<file path="config.mk">
export PLATFORM = sky130hd
export DESIGN_NAME = fcf_div
export DESIGN_NICKNAME = d
export VERILOG_FILES = /design/src/hw/rtl/fcf_pkg.sv /design/src/hw/rtl/fcf_div.sv
export SDC_FILE = /design/constraint.sdc
export NUM_CORES = 1
export LEC_CHECK = 0
export BUFFER_PORTS_ARGS = -buffer_cell sky130_fd_sc_hd__buf_4
export CORE_ASPECT_RATIO = 0.75
export CORE_MARGIN = 8
export CORE_UTILIZATION = 60
export CTS_CLUSTER_SIZE = 28
export DETAILED_ROUTE_END_ITERATION = 16
export GPL_ROUTABILITY_DRIVEN = 0
export PLACE_DENSITY = 0.94
export SETUP_SLACK_MARGIN = 0.4
export SLEW_MARGIN = 20
export SYNTH_ARGS = -nofsm -noshare
export SYNTH_HDL_FRONTEND = slang
export SYNTH_SLANG_ARGS = --single-unit
</file>
<file path="constraint.sdc">
create_clock -name clk -period 9.1 [get_ports clk]
set_input_delay 1.82 -clock clk [delete_from_list [all_inputs] [get_ports clk]]
set_output_delay 1.82 -clock clk [all_outputs]
set_load 0.03 [all_outputs]
</file>
<file path="src/hw/rtl/fcf_pkg.sv">
// shared constants and types for the transmitter coverage fitness block
package fcf_pkg;

    localparam int POS_W            = 9;
    localparam int COVERED_W        = 17;
    localparam int USED_OUT_W       = 10;
    localparam int FIT_W            = 30;
    localparam int FRAC_W           = 16;
    localparam int PCT_SCALE        = 100;
    localparam int PCT_W            = 7;

    localparam int GRID_SIDE_DEF    = 287;
    localparam int COVER_RADIUS_DEF = 20;
    localparam int MAX_TX_DEF       = 512;

    typedef struct packed {
        logic paint_go;
        logic clear_go;
    } map_ctl_t;

endpackage

</file>
<file path="src/hw/rtl/fcf_div.sv">
// restoring divider, one quotient bit per cycle
module fcf_div
    import fcf_pkg::*;
#(
    parameter int NUM_W = 64,
    parameter int DEN_W = 44,
    parameter int Q_W   = FIT_W
)
(
    input  logic             clk,
    input  logic             rst_n,
    input  logic             go,
    input  logic [NUM_W-1:0] num,
    input  logic [DEN_W-1:0] den,
    output logic             busy,
    output logic [Q_W-1:0]   quo
);

    localparam int CNT_W = $clog2(NUM_W + 1);

    logic [CNT_W-1:0] cnt_reg, cnt_next;
    logic [NUM_W-1:0] num_sr_reg, num_sr_next;
    logic [DEN_W-1:0] den_reg, den_next;
    logic [DEN_W-1:0] rem_reg, rem_next;
    logic [Q_W-1:0]   quo_reg, quo_next;
    logic [DEN_W:0]   trial, diff;
    logic             ge;

    always_comb
    begin
        trial = {rem_reg, num_sr_reg[NUM_W-1]};
        diff  = trial - {1'b0, den_reg};
        ge    = trial >= {1'b0, den_reg};
    end

    always_comb
    begin
        cnt_next    = cnt_reg;
        num_sr_next = num_sr_reg;
        den_next    = den_reg;
        rem_next    = rem_reg;
        quo_next    = quo_reg;
        if (go)
        begin
            cnt_next    = CNT_W'(NUM_W);
            num_sr_next = num;
            den_next    = den;
            rem_next    = '0;
            quo_next    = '0;
        end
        else if (cnt_reg != '0)
        begin
            cnt_next    = cnt_reg - CNT_W'(1);
            num_sr_next = {num_sr_reg[NUM_W-2:0], 1'b0};
            rem_next    = ge ? diff[DEN_W-1:0] : trial[DEN_W-1:0];
            quo_next    = {quo_reg[Q_W-2:0], ge};
        end
    end

    always_ff @(posedge clk or negedge rst_n)
    begin
        if (!rst_n)
        begin
            cnt_reg <= '0;
        end
        else
        begin
            cnt_reg <= cnt_next;
        end
    end

    always_ff @(posedge clk)
    begin
        num_sr_reg <= num_sr_next;
        den_reg    <= den_next;
        rem_reg    <= rem_next;
        quo_reg    <= quo_next;
    end

    assign busy = go || (cnt_reg != '0);
    assign quo  = quo_reg;

endmodule

</file>
* Word-level counts from Yosys, hierarchy flattened
Cells that the tools add are included.
Storage, ports and cells: bits in registers 189
Operators by class: muxes and demuxes 5, reductions and logical operators 3, add/sub/neg operators 2, $lt $le $gt $ge 1
Operators with widths (count):
- $mux 64 | 2
- $ge 45x44->1 | 1
- $mux 44 | 1
- $sub 44x44->44 | 1
- $mux 7 | 2
- $reduce_bool 7->1 | 1
- $sub 7x1->7 const B | 1
- $reduce_bool 2->1 | 1
- $logic_or 1x1->1 | 1

* Longest topological paths before layout
depth after elaboration 3, gate-level depth with buffers 15

* Least setup slack after synthesis
No wires, ideal clock.
path kind in2out, from input go, to output busy, slack 3.569 ns, cell stages on the path 2, arrival time 3.711 ns, required time 7.280 ns, cell sequence clkbuf_1 > or3_1
Between the ends: longest elaborated chain between the ends 1
RTL lines:
- start: declaration | RTL line fcf_div.sv:12 | input logic go,
- $logic_or 1x1->1 | RTL line fcf_div.sv:80 | assign busy = go || (cnt_reg != '0);
- end: declaration | RTL line fcf_div.sv:15 | output logic busy,
Every way passes these cells.

* Worst setup path after layout
Ends and elaborated chain as after synthesis.

==> summary.txt <==
Synth
  – Synthesized area per cell: 10.06 um2
  – Synth Warn #: 0
  – Mapped Cells: 987
  – Seq cells post-synth: 189
  – Seq/Total Area, Yosys: 49.37%
  – Number of synthesized flops with an enable pin: 108
  – Main synth FF type: edfxtp_1
  – Synth top area share: 32.68%
  – Synth area leaders: edfxtp_1 33%, dfxtp_1 15%, mux2_2 7.1%, ha_1 5.7%, a21oi_1 4.9%
  – Distinct cell type count after synthesis: 62
  – Post-synth top area cell: edfxtp_1
  – Async set-reset flop share out of synthesis: 3.704%
  – Syn Std Cell Area: 0.009925 mm2
  – Post-synth net total: 1,144

Worst setup path
  – Slowest-stage cell, CP: buf_6
  – Bufs and invs on worst path: 3
  – Kind of cell adding the most delay to the critical path: buffers and inverters
  – Crit path largest cell delay: 630 ps
  – Crit end category: output port
  – Setup crit start kind: primary input
  – Crit-path cells: buf_6 > or3_2 > buf_4 > buf_4
  – CP required: 7280 ps
  – WP data arrival: 3700 ps
  – CP dominant cell by count: buf_4
  – Critical path class: in -> out
  – Worst-path fanout max: 102

Clocking
  – H-tree depth: 4
  – # resized after CTS: 0
  – # hold bufs at CTS: 0
  – TritonCTS clock tree: built
  – Post-CTS Setup Repair Bufs: 0
  – # clock sinks: 189
  – Clk slew on worst S/H paths: 60 ps
  – CTS root buf: clkbuf_16
  – Clk Latency, worst-skew pair: 440 ps
  – Cts bufs inserted: 17
  – Clk buf depth: 2

Global route
  – Congestion Overflow GR: 0
  – Global Route Usage Sum: 22.36%
  – Via count of the first global-routing pass: 7,548
  – Largest net degree at the start of global routing: 104
  – First-pass GRT wire length: 37.72 mm
  – Initial antenna violation count: 0

Power
  – Power share of the combinational group: 39.5%
  – VDD IR max: 152.9 uV
  – Sw frac: 37.04%
  – Clock power share: 23.6%
  – NetSw: 1.202 mW
  – P_int: 2.043 mW
  – Leakage Power: 4.975 nW
  – Total Power: 3.245 mW
  – PD cells: 277.8 mW/mm2
  – Flop pwr share: 36.9%

Final layout
  – Antenna Cells: 0
  – Share of layout cells above drive strength 1: 23.06%
  – Post-layout net count: 1,254
  – Post-Layout Inst Area: 0.01168 mm2
  – Layout Utilization: 72.48%
  – Fillcell total: 1,164
  – Layout Cells excl Fill: 1,320
  – P&R area growth vs syn: 17.70%
  – Most frequent cells in the layout: 145 x buf_4, 125 x nand2_1, 108 x edfxtp_1, 98 x a21oi_1, 74 x dfxtp_1
  – Leading cell type in the layout, fill and taps excluded: buf_4
  – Largest register FFs: 64

Timing
  – Count of final max-slew check failures: 0
  – Worst Tran Pin Value: 973.5 ps
  – Worst clock skew: 12.28 ps
  – Fin Setup TNS: 0 ps
  – Tmin final: 5515 ps
  – Final setup violation count: 0
  – Final hold violation count: 0
  – RSZ-0062 raised after global routing: no
  – Relative max-transition margin: 34.28%
  – F_max: 0.1813 GHz
  – Crit share post-route: 60.61%
  – Setup ws final: 3585 ps
  – Fin Hold WS: 469.0 ps

Routing
  – TritonRoute pass-1 iters: 5
  – Final wirelength: 23.25 mm
  – Initial DRC count: 735
  – Detail Route Antenna Nets: 0
  – DRC Markers: 0
  – DR WL/cell: 17.61 um
  – Vias: 7,742
  – Via density: 5.865

Placement
  – # port buffers: 141
  – Placed cell areas: 0.01105 mm2
  – HPWL after DPL: 16.09 mm
  – Placed cell count: 1,287
  – Setup WS pre-CTS: 3565 ps

Floorplan
  – Area of the die: 0.02095 mm2
  – Core outline area: 0.01612 mm2
  – Initial Utilization: 61.58%
  – Die height: 127.4 um
  – Die X: 164.5 um
  – Rows: 40
  – I/O pins: 142

Run
  – Total of max-cap violations: 0

Worst hold path
  – Hold WC Path Type: reg -> reg

Outcome
  – Run status: finished, final reports clean
[cell usage after synthesis, drive strengths merged (2+ instances only)]
| cell | instances |
|---|---|
| o311ai | 2 |
| nand2b | 7 |
| a21oi | 100 |
| o31ai | 4 |
| nor4 | 3 |
| inv | 55 |
| buf | 9 |
| nor3 | 12 |
| ha | 45 |
| nand2 | 125 |
| dfrtp | 7 |
| o211ai | 5 |
| nor2b | 6 |
| a21o | 27 |
| o21a | 6 |
| nor2 | 68 |
| o21bai | 2 |
| o31a | 2 |
| o21ai | 49 |
| xor2 | 19 |
| or3 | 3 |
| a21boi | 2 |
| or4 | 2 |
| a211oi | 35 |
| or2 | 2 |
| nand4 | 12 |
| nand3 | 13 |
| mux2 | 63 |
| nand3b | 2 |
| a31oi | 7 |
| mux2i | 15 |
| a311oi | 3 |
| xnor2 | 19 |
| dfxtp | 74 |
| clkbuf | 47 |
| and3 | 9 |
| edfxtp | 108 |
| and2 | 4 |
| a2111oi | 2 |
[routing by layer]
metal | part of all wire (%) | GRT usage [%] | wire (um) | vias to the layer above
li1 | - | - | - | 3771
met2 | 48 | 36.66 | 11250 | 280
met5 | 0 | 0 | 0 | -
met1 | 43 | 28.62 | 9992 | 3650
met4 | 1.9 | 7.928 | 451 | 0
met3 | 6.7 | 5.071 | 1558 | 41
[power by group through the flow]
stage               sequential (mW)  combinational (mW)  clock (mW)
finish                         1.20                1.28       0.765
global route                   1.22                1.42       0.810
CTS                            1.20                1.26       0.776
detailed placement             1.21                1.24           0
global placement               1.20                1.19           0
floorplan                      1.18                1.00           0
[kinds of logic after synthesis]
group / Yosys count / share of synthesized area (%)
simple gates: 271 / 12.01
mux: 78 / 8.661
xor+xnor: 38 / 3.354
flops: 189 / 49.37
buf+inv: 111 / 4.614
fa+ha+maj: 46 / 5.875
compound gates: 254 / 16.11
[layout make-up]
class                   count  area, um2  share of cell area, %
inverters                  55      206.4                  1.767
multi-input cells         687       4579                  39.20
flip-flops and latches    189       4900                  41.95
well taps                 210      262.8                  2.249
clock inverters            15      180.2                  1.542
clock buffers              17      425.4                  3.642
repair buffers            147       1127                  9.651
[worst reg2reg max path, stage by stage, from the launching register on]
cell	delay [ps]
edfxtp_1	380
inv_1	60
ha_1	220
fa_1	390
nor2b_1	260
o31a_1	220
a21oi_1	160
o311ai_0	840
a21o_1	320
a2111oi_0	150
nor3_1	410
xor2_1	220
nand2_1	70
a211oi_1	220
[worst paths after layout]
path	from	end	slack, ps	cells after the start
max reg2reg	num_sr_reg[63]$_DFFE_PP_	rem_reg[36]$_SDFFE_PP0P_	5090	13
min	quo[6]$_SDFFE_PP0P_	quo[6]$_SDFFE_PP0P_	470	2
min reg2reg	quo[6]$_SDFFE_PP0P_	quo[6]$_SDFFE_PP0P_	470	2
min in group asynchronous	rst_n	cnt_reg[4]$_DFFE_PN0P_	1180	1
max in group asynchronous	rst_n	cnt_reg[5]$_DFFE_PN0P_	7790	1
max	go	busy	3580	4
No activity file was read; power rests on OpenSTA's default activity.
